$ cat src/uat_pkg.sv
// shared types and constants for the unsorted array table
// no dependencies
`timescale 1ns / 1ps

package uat_pkg;

    localparam int CAPACITY_DEF = 32;
    localparam int FUNC_W       = 2;
    localparam int KEY_W        = 32;
    localparam int STATUS_W     = 2;
    localparam int POS_W        = 5;
    localparam int FILL_W       = 6;
    localparam int IN_DATA_W    = 40;
    localparam int OUT_DATA_W   = 16;

    typedef enum logic [FUNC_W-1:0] {
        FUNC_INSERT = 2'd0,
        FUNC_DELETE = 2'd1,
        FUNC_SEARCH = 2'd2
    } func_t;

    typedef enum logic [STATUS_W-1:0] {
        ST_OK      = 2'd0,
        ST_FULL    = 2'd1,
        ST_MISSING = 2'd2
    } status_t;

    typedef enum logic [2:0] {
        S_IDLE,
        S_EXEC,
        S_SCAN,
        S_SHIFT,
        S_RESP
    } state_t;

    typedef struct packed {
        logic    load;
        logic    scan;
        logic    shift;
        logic    ins;
        logic    dec;
        logic    res_load;
        status_t res_status;
    } cmd_t;

    typedef struct packed {
        logic [FUNC_W-1:0] func;
        logic              full;
        logic              match;
        logic              scan_end;
        logic              out_free;
    } sts_t;

endpackage

$ cat src/uat_ctrl.sv
// controller state machine for the unsorted array table
// depends on uat_pkg
`timescale 1ns / 1ps

module uat_ctrl
    import uat_pkg::*;
(
    input  logic clk,
    input  logic rst_n,
    input  logic in_valid,
    output logic in_ready,
    input  sts_t sts,
    output cmd_t cmd
);

    state_t  state_reg, state_next;
    status_t code_reg, code_next;

    always_ff @(posedge clk or negedge rst_n)
    begin
        if (!rst_n)
        begin
            state_reg <= S_IDLE;
            code_reg  <= ST_MISSING;
        end
        else
        begin
            state_reg <= state_next;
            code_reg  <= code_next;
        end
    end

    always_comb
    begin
        state_next = state_reg;
        code_next  = code_reg;
        case (state_reg)
            S_IDLE:
            begin
                if (in_valid)
                begin
                    state_next = S_EXEC;
                end
            end
            S_EXEC:
            begin
                case (sts.func)
                    FUNC_INSERT:
                    begin
                        code_next  = sts.full ? ST_FULL : ST_OK;
                        state_next = S_RESP;
                    end
                    FUNC_DELETE, FUNC_SEARCH:
                    begin
                        state_next = S_SCAN;
                    end
                    default:
                    begin
                        code_next  = ST_MISSING;
                        state_next = S_RESP;
                    end
                endcase
            end
            S_SCAN:
            begin
                if (sts.match)
                begin
                    code_next  = ST_OK;
                    state_next = (sts.func == FUNC_DELETE) ? S_SHIFT : S_RESP;
                end
                else if (sts.scan_end)
                begin
                    code_next  = ST_MISSING;
                    state_next = S_RESP;
                end
            end
            S_SHIFT:
            begin
                if (sts.scan_end)
                begin
                    state_next = S_RESP;
                end
            end
            S_RESP:
            begin
                if (sts.out_free)
                begin
                    state_next = S_IDLE;
                end
            end
            default:
            begin
                state_next = S_IDLE;
            end
        endcase
    end

    always_comb
    begin
        cmd            = '0;
        cmd.res_status = code_reg;
        in_ready       = 1'b0;
        case (state_reg)
            S_IDLE:
            begin
                in_ready = 1'b1;
                cmd.load = in_valid;
            end
            S_EXEC:
            begin
                cmd.ins = (sts.func == FUNC_INSERT) && !sts.full;
            end
            S_SCAN:
            begin
                cmd.scan = 1'b1;
            end
            S_SHIFT:
            begin
                cmd.shift = 1'b1;
                cmd.dec   = sts.scan_end;
            end
            S_RESP:
            begin
                cmd.res_load = sts.out_free;
            end
            default:
            begin
                cmd = '0;
            end
        endcase
    end

endmodule

$ cat src/uat_dp.sv
// datapath for the unsorted array table: entry memory, count, scan pointer, result register
// depends on uat_pkg
`timescale 1ns / 1ps

module uat_dp
    import uat_pkg::*;
#(
    parameter int CAPACITY = CAPACITY_DEF
)
(
    input  logic                    clk,
    input  logic                    rst_n,
    input  logic [IN_DATA_W-1:0]    in_data,
    input  cmd_t                    cmd,
    output sts_t                    sts,
    output logic                    out_valid,
    input  logic                    out_ready,
    output logic [OUT_DATA_W-1:0]   out_data
);

    localparam int AW    = (CAPACITY > 1) ? $clog2(CAPACITY) : 1;
    localparam int CNT_W = $clog2(CAPACITY + 1);

    logic [KEY_W-1:0]  mem [CAPACITY];

    logic [FUNC_W-1:0] func_reg;
    logic [KEY_W-1:0]  key_reg;
    logic [CNT_W-1:0]  count_reg, count_next;
    logic [CNT_W-1:0]  ptr_reg, ptr_next;
    logic              rd_valid_reg, rd_valid_next;
    logic [AW-1:0]     rd_ptr_reg;
    logic [KEY_W-1:0]  rd_data_reg;
    logic [AW-1:0]     pos_reg;

    logic              out_valid_reg, out_valid_next;
    status_t           out_status_reg;
    logic [POS_W-1:0]  out_pos_reg;
    logic [FILL_W-1:0] out_fill_reg;

    logic              issue;
    logic              full;
    logic              match;
    logic              wr_en;
    logic [AW-1:0]     wr_addr;
    logic [KEY_W-1:0]  wr_data;
    logic [AW+POS_W-1:0]    pos_ext;
    logic [CNT_W+FILL_W-1:0] fill_ext;

    assign full  = (count_reg >= CNT_W'(CAPACITY));
    assign issue = (cmd.scan || cmd.shift) && (ptr_reg < count_reg);
    assign match = rd_valid_reg && (rd_data_reg == key_reg);

    assign sts.func     = func_reg;
    assign sts.full     = full;
    assign sts.match    = match;
    assign sts.scan_end = (ptr_reg >= count_reg) && !rd_valid_reg;
    assign sts.out_free = !out_valid_reg || out_ready;

    always_comb
    begin
        count_next = count_reg;
        if (cmd.ins)
        begin
            count_next = count_reg + 1'b1;
        end
        else if (cmd.dec)
        begin
            count_next = count_reg - 1'b1;
        end
    end

    always_comb
    begin
        ptr_next      = ptr_reg;
        rd_valid_next = issue;
        if (cmd.load)
        begin
            ptr_next      = '0;
            rd_valid_next = 1'b0;
        end
        else if (issue)
        begin
            ptr_next = ptr_reg + 1'b1;
        end
    end

    always_comb
    begin
        wr_en   = 1'b0;
        wr_addr = count_reg[AW-1:0];
        wr_data = key_reg;
        if (cmd.ins)
        begin
            wr_en = 1'b1;
        end
        else if (cmd.shift && rd_valid_reg)
        begin
            wr_en   = 1'b1;
            wr_addr = rd_ptr_reg - 1'b1;
            wr_data = rd_data_reg;
        end
    end

    always_ff @(posedge clk)
    begin
        if (wr_en)
        begin
            mem[wr_addr] <= wr_data;
        end
        if (issue)
        begin
            rd_data_reg <= mem[ptr_reg[AW-1:0]];
            rd_ptr_reg  <= ptr_reg[AW-1:0];
        end
    end

    always_ff @(posedge clk or negedge rst_n)
    begin
        if (!rst_n)
        begin
            count_reg     <= '0;
            ptr_reg       <= '0;
            rd_valid_reg  <= 1'b0;
            out_valid_reg <= 1'b0;
        end
        else
        begin
            count_reg     <= count_next;
            ptr_reg       <= ptr_next;
            rd_valid_reg  <= rd_valid_next;
            out_valid_reg <= out_valid_next;
        end
    end

    // captured fields and position of the last hit or insert
    always_ff @(posedge clk)
    begin
        if (cmd.load)
        begin
            func_reg <= in_data[FUNC_W-1:0];
            key_reg  <= in_data[FUNC_W+KEY_W-1:FUNC_W];
        end
        if (cmd.ins)
        begin
            pos_reg <= count_reg[AW-1:0];
        end
        else if (cmd.scan && match)
        begin
            pos_reg <= rd_ptr_reg;
        end
    end

    assign pos_ext  = {{POS_W{1'b0}}, pos_reg};
    assign fill_ext = {{FILL_W{1'b0}}, count_reg};

    always_comb
    begin
        out_valid_next = out_valid_reg;
        if (cmd.res_load)
        begin
            out_valid_next = 1'b1;
        end
        else if (out_ready)
        begin
            out_valid_next = 1'b0;
        end
    end

    always_ff @(posedge clk)
    begin
        if (cmd.res_load)
        begin
            out_status_reg <= cmd.res_status;
            out_pos_reg    <= (cmd.res_status == ST_OK) ? pos_ext[POS_W-1:0] : '0;
            out_fill_reg   <= fill_ext[FILL_W-1:0];
        end
    end

    assign out_valid = out_valid_reg;
    assign out_data  = {{(OUT_DATA_W - STATUS_W - POS_W - FILL_W){1'b0}},
                        out_fill_reg, out_pos_reg, out_status_reg};

endmodule

$ cat src/unsorted_array_table.sv
// top level of the unsorted array table: controller plus datapath
// depends on uat_pkg, uat_ctrl, uat_dp
`timescale 1ns / 1ps

// Bounded unsorted table of signed 32-bit keys with insert, delete and search, one
// transaction in and one result out per operation. Entries sit in a single-port-read
// memory that is scanned one entry per clock, so the memory read port sets the cost:
// insert or an unused code goes straight from execution to the result, search scans
// up to the hit (to the end of the table on a miss), and delete scans to the end of
// the table since the scan runs into the shift-down of the later entries. The block
// goes back to idle before the next transaction is taken, and a result that is still
// waiting on the output register holds back the loading of the next result, so a new
// transaction is taken while the previous result still waits on the output register.

module unsorted_array_table
    import uat_pkg::*;
#(
    parameter int CAPACITY = CAPACITY_DEF
)
(
    input  logic                  clk,
    input  logic                  rst_n,
    input  logic                  s_axis_tvalid,
    output logic                  s_axis_tready,
    input  logic [IN_DATA_W-1:0]  s_axis_tdata,   // func[1:0], key[33:2], zero pad
    output logic                  m_axis_tvalid,
    input  logic                  m_axis_tready,
    output logic [OUT_DATA_W-1:0] m_axis_tdata    // status[1:0], position[6:2], fill_count[12:7]
);

    cmd_t cmd;
    sts_t sts;

    uat_ctrl u_ctrl (
        .clk      (clk),
        .rst_n    (rst_n),
        .in_valid (s_axis_tvalid),
        .in_ready (s_axis_tready),
        .sts      (sts),
        .cmd      (cmd)
    );

    uat_dp #(
        .CAPACITY (CAPACITY)
    ) u_dp (
        .clk       (clk),
        .rst_n     (rst_n),
        .in_data   (s_axis_tdata),
        .cmd       (cmd),
        .sts       (sts),
        .out_valid (m_axis_tvalid),
        .out_ready (m_axis_tready),
        .out_data  (m_axis_tdata)
    );

    a_one_at_a_time: assert property (@(posedge clk) disable iff (!rst_n)
        (s_axis_tvalid && s_axis_tready) |=> !s_axis_tready)
        else $error("transaction accepted while previous one in flight");

    a_single_update: assert property (@(posedge clk) disable iff (!rst_n)
        $onehot0({cmd.load, cmd.ins, cmd.dec, cmd.res_load}))
        else $error("conflicting datapath commands");

    a_fail_pos_zero: assert property (@(posedge clk) disable iff (!rst_n)
        (m_axis_tvalid && (m_axis_tdata[STATUS_W-1:0] != ST_OK))
            |-> (m_axis_tdata[STATUS_W+POS_W-1:STATUS_W] == '0))
        else $error("nonzero position on failed operation");

    a_result_waits: assert property (@(posedge clk) disable iff (!rst_n)
        cmd.res_load |-> (!m_axis_tvalid || m_axis_tready))
        else $error("result overwritten before it was taken");

endmodule
$ cat config.mk
export PLATFORM = sky130hd
export DESIGN_NAME = unsorted_array_table
export DESIGN_NICKNAME = d
export VERILOG_FILES = /design/src/uat_pkg.sv /design/src/uat_ctrl.sv /design/src/uat_dp.sv /design/src/unsorted_array_table.sv
export SDC_FILE = /design/constraint.sdc
export NUM_CORES = 1
export LEC_CHECK = 0
export BUFFER_PORTS_ARGS = -buffer_cell sky130_fd_sc_hd__buf_2
export CAP_MARGIN = 15
export CORE_MARGIN = 10
export CORE_UTILIZATION = 25
export CTS_BUF_LIST = sky130_fd_sc_hd__clkbuf_8
export DETAILED_ROUTE_END_ITERATION = 8
export GPL_TIMING_DRIVEN = 0
export SETUP_SLACK_MARGIN = 0.05
export SLEW_MARGIN = 20
export SYNTH_ARGS = -nofsm -noshare
export SYNTH_HDL_FRONTEND = slang
export SYNTH_HIERARCHICAL = 1
export SYNTH_SLANG_ARGS = --single-unit
$ cat constraint.sdc
create_clock -name clk -period 6.1 [get_ports clk]
set_input_delay 1.22 -clock clk [delete_from_list [all_inputs] [get_ports clk]]
set_output_delay 1.22 -clock clk [all_outputs]
set_load 0.02 [all_outputs]
; Word-level counts from Yosys, hierarchy flattened
; Memory sizes are Yosys's and may differ from the RTL's. A register that Yosys moved wholly into a read port is not among the register bits.
; Cells that the tools add are included.
[totals]
ff_bits = 76
ram_bits = 1024
output_inout_bits = 18
wordCells = 92
n_memories = 1
[classes]
add_sub_neg = 4
n_lt_le_gt_ge = 3
n_eq_ne = 11
mux = 37
reduce_logical = 23
[memory_table]
columns = name, words, word_bits, read_ports, rd_ports_with_merged_regs, wr, line_no
row1 = u_dp.mem, 32, 32, 1, 1, 1, uat_dp.sv:24  ; logic [KEY_W-1:0] mem [CAPACITY];
[op_table]
columns = op, n
row1 = two-way mux 32 bit, 2
row2 = == test 32 bit, 1
row3 = two-way mux 6 bit, 4
row4 = two-way mux 5 bit, 4
row5 = two-way mux 3 bit, 6
row6 = two-way mux 1 bit, 15
row7 = case mux 3 bit (5 select lines), 1
row8 = adder 6 x 1 -> 6 bit (second input constant), 2
row9 = nonzero test 2 bit, 5
row10 = case mux 2 bit (2 select lines), 2
row11 = == test 3 x 2 -> 1 bit (second input constant), 2
row12 = >= comparator 6 bit, 1
row13 = >= comparator 6 bit (second input constant), 1
row14 = logical AND 1 bit, 6
row15 = < comparator 6 bit, 1
row16 = two-way mux 2 bit, 3
row17 = subtractor 6 x 1 -> 6 bit (second input constant), 1
row18 = OR reduction 5 bit, 1
row19 = subtractor 5 x 1 -> 5 bit (second input constant), 1
row20 = zero test 2 bit, 2
row21 = inequality test 2 bit (second input constant), 2
row22 = == test 3 x 1 -> 1 bit (second input constant), 1
row23 = == test 3 bit (second input constant), 1
row24 = zero test 1 bit, 3
row25 = other kinds (9), 10

; Depth between registers and ports, before layout
[depth]
ltp_word = 7
depth_mapped = 13
depth_no_buf = 10

; By module
; Netlist, hierarchy kept.
[by_module_without_submodules]
columns = mod, n_inst, cells_per_inst, area_each_um2, seq_area_each_um2
row1 = uat_dp, 1, 1815, 43550.5, 33772.4
row2 = uat_ctrl, 1, 48, 401.6, 126.4

; Least setup slack after synthesis
; No wires, ideal clock.
[synth_path]
path_type = register -> register
start = register u_dp.ptr_reg[0]
end = register u_dp.ptr_reg[1]
setup_time_ns = 0.173
arrival_time_ns = 4.368
t_required_ns = 5.927
setup_slack_ns = 1.559
path_stages_with_launch = 11
path_buffers = 3
synth_period_minus_slack_ns = 4.541
path_cell_list = dfrtp_1 > buf_4 > buf_6 > buf_6 > inv_1 > ha_1 > nand2b_1 > a21oi_1 > a2111oi_2 > mux2i_1 > nor2_1
[synth_via]
elab_chain_len = 3
word_cells_on_any_way = 6
classes_between = add/sub: 1 / order compare: 1 / mux: 2 / reduce/logical: 2
[synth_rtl]
columns = element, line_no
row1 = start: declaration, uat_dp.sv:29  ; logic [CNT_W-1:0] ptr_reg, ptr_next;
row2 = start signal: assignment, uat_dp.sv:129  ; ptr_reg <= ptr_next;
row3 = < comparator 6 bit, uat_dp.sv:50  ; assign issue = (cmd.scan || cmd.shift) && (ptr_reg < count_reg);
row4 = logical AND 1 bit, uat_dp.sv:50
row5 = via u_dp.issue, uat_dp.sv:40  ; logic issue;
row6 = nonzero test 2 bit (no line), n/a
; The timed path passes the listed nets, and every way through them passes these cells. The select of a mux whose other input is x is not followed.
; A chain may end at the register's enable or synchronous reset.

==> key figures <==
Synth
  – Sequential-to-total area share from yosys stat: 0.771
  – Top-count cell post-synth: edfxtp_1
  – Cell accounting for the most synthesized area: edfxtp_1
  – Leading post-synthesis cells by cell area: edfxtp_1, mux4_2, mux2_2
  – Synth cell count leaders: edfxtp_1, mux4_2, mux2_2
  – Post-synth top area share: 0.760
  – Prevailing post-synth register cell: edfxtp_1
  – Post-Syn Instances: 1863
  – Post-synth EDFFs: 1113
  – Fraction of registers with async set/reset: 0.0168
  – Syn avg cell area: 23.6 um2
  – Yosys cell types: 55
  – Ys Warns: 6
  – Mapped Area: ~44000 um2
  – Yosys reg bits: around 1100

Timing
  – Setup violators final: 0
  – Fin. Hold Viols: 0
  – Slew @ Worst Pin: 1110 ps
  – RSZ-0062 raised after global routing: false
  – Fmax: between 200 and 250 MHz
  – Final Cycle Share: 0.740
  – Min Tclk post-route: 4510 ps
  – Final WS setup: 1590 ps
  – Slew HR: 0.263
  – Clock Skew: 52.3 ps
  – Max Slew Vio Count: 0

Outcome
  – Status: finished clean

Worst setup path
  – Critical path peak fanout: 17
  – Setup crit start kind: flip-flop
  – Worst EP arrival: 5060 ps
  – Critical path class: flip-flop to flip-flop
  – Element type at the critical path end: flip-flop
  – Worst EP required: 6640 ps

Global routing
  – Grt total ovfl: 0
  – GRT Util Overall: 0.114
  – Largest net degree at the start of global routing: 39
  – Vias in the first global route: 21500
  – Initial antenna violation count: 9
  – Global-route wire length before repair: 158 mm

Clocking
  – H-Tree Level Count: 4
  – Clk Latency, worst-skew pair: 880 ps
  – CTS Buf Count: 176
  – Clk buf depth: 3
  – CTS sink count: about 1100
  – Post-CTS Resized: 0
  – Hold Buf Count CTS: 0
  – Clock Tree Root: clkbuf_8
  – Clock Pin Slew Worst Setup and Hold Paths: 60 ps
  – CTS tree: done
  – Setup bufs post-CTS: 0

Placement
  – Placer congestion estimate: ~0.76
  – Dpl ws: 1700 ps
  – Number of port buffers: 52
  – DPL Wire Length: roughly 72 mm

Power and ir drop
  – Pwr/cell area: 404 nW/um2
  – Max VDD drop: 0.305 mV
  – Leakage power: ~16 nW
  – Pwr Total: between 20 and 25 mW

Die
  – Die Area: 193000 um2
  – Chip width: 439 um
  – Num rows: 153
  – I/O pin cnt: 62
  – Initial Utilization: 0.252
  – Core area: 174000 um2
  – Die Ht: 439 um

Drt
  – Initial DRT Pass Iterations: 7
  – Via density: 4.55
  – Antenna Violating Nets Remaining: 0
  – Drt total wl: about 110 mm
  – Drt initial violations: 2454
  – Detailed-route via count: 21000
  – Routed wire length per instance: between 20 and 25 um
  – # DRC: 0

Flow run
  – Maxcap violations: 0

Cells and area
  – Area Overhead vs Synth: 18.3%
  – Nets@finish: 2223
  – # fillers: 16600
  – Max reg flops: 1024
  – Ratio of cells with drive above 1 in the final layout: 0.352

Worst hold path
  – HP Class: input pin to asynchronous set/reset pin
power by group:
part,total (mW),internal (mW),switching [mW]
clock network,5.91,2.92,2.99
registers,9.69,9.43,0.255
logic,5.42,2.37,3.06
total,21.0,14.7,6.30
critical path, stage by stage (launching register included):
cell      delay [ps]
dfrtp_1          330
clkbuf_1         350
nand2b_1         170
nor4b_1          720
nand3b_1         220
clkbuf_1         510
nand2_1          200
o21ai_0          260
nand2_1          410
nor2_4           730
buf_12           270
stage by stage:
| step | hold WS [ps] | instances | TNS [ps] | area (um2) | utilization |
|---|---|---|---|---|---|
| 5_1_grt | 293 | 4621 | 0 | 52000 | 0.298 |
| 3_5_place_dp | 506 | 4309 | 0 | 48700 | 0.279 |
| 4_1_cts | 239 | 4618 | 0 | 51900 | 0.298 |
| 6_report | 310 | 4621 | 0 | 52000 | 0.298 |
| 2_1_floorplan | 454 | 1865 | 0 | 44000 | - |
| 3_3_place_gp | 492 | 4242 | -633040 | 47100 | 0.270 |
layout by cell type (no fill, tap or decap), drive strengths merged, types with 18 or more instances in the layout:
cell type / count
clkinv: 49
buf: 171
nor2: 48
inv: 99
dfrtp: 18
mux4: 320
nand2: 21
clkbuf: 217
mux2: 69
xnor2: 34
edfxtp: 1113
final cells by class:
cell class | instances | area (um2) | share of cell area
flip-flops and latches | 1132 | 33900 | 0.652
multi-input cells | 620 | 9810 | 0.189
well taps | 2325 | 2910 | 0.0560
clock buffers | 179 | 2460 | 0.0474
repair buffers | 120 | 1590 | 0.0305
clock inverters | 130 | 739 | 0.0142
plain buffers | 89 | 488 | 0.00939
inverters | 24 | 90.1 | 0.00173
diodes | 2 | 5.00 | 0.0000963
path summary, 6_finish.rpt:
kind	from	end	slack (ps)	depth (start not counted)
max	u_ctrl/state_reg[0]$_DFFE_PN0P_	u_dp/mem[20][11]$_DFFE_PP_	1590	10
min	rst_n	u_ctrl/code_reg[0]$_DFFE_PN0P_	310	1
max reg2reg	u_ctrl/state_reg[0]$_DFFE_PN0P_	u_dp/mem[20][11]$_DFFE_PP_	1590	10
min reg2reg	u_ctrl/code_reg[0]$_DFFE_PN0P_	u_ctrl/code_reg[0]$_DFFE_PN0P_	510	1
max in group asynchronous	rst_n	u_ctrl/code_reg[1]$_DFFE_PN1P_	5450	1
min in group clk	s_axis_tdata[25]	u_dp/key_reg[23]$_DFFE_PP_	510	1
metal layers:
metal / share of wire / GRT usage / vias to the layer above
met2: 0.46 / 0.172 / 1060
met5: 0.00060 / 0 / -
li1: - / - / 8543
met4: 0.030 / 0.0440 / 12
met1: 0.42 / 0.155 / 11200
met3: 0.094 / 0.0309 / 212
cells by family (layout without fill, tap and decap cells):
logic type / Yosys count / after routing / share of synthesized area
buffers and inverters: 113 / 542 / 0.0130
AOI/OAI and AO/OA: 50 / 50 / 0.00763
and+or+nand+nor: 118 / 118 / 0.0128
muxes: 392 / 392 / 0.182
other: 1 / 5 / 0.0000853
DFF: 1132 / 1132 / 0.771
adders and majority gates: 16 / 16 / 0.00473
xor gates and xnor gates: 41 / 41 / 0.00817
Power figures use the tool's default switching activity.
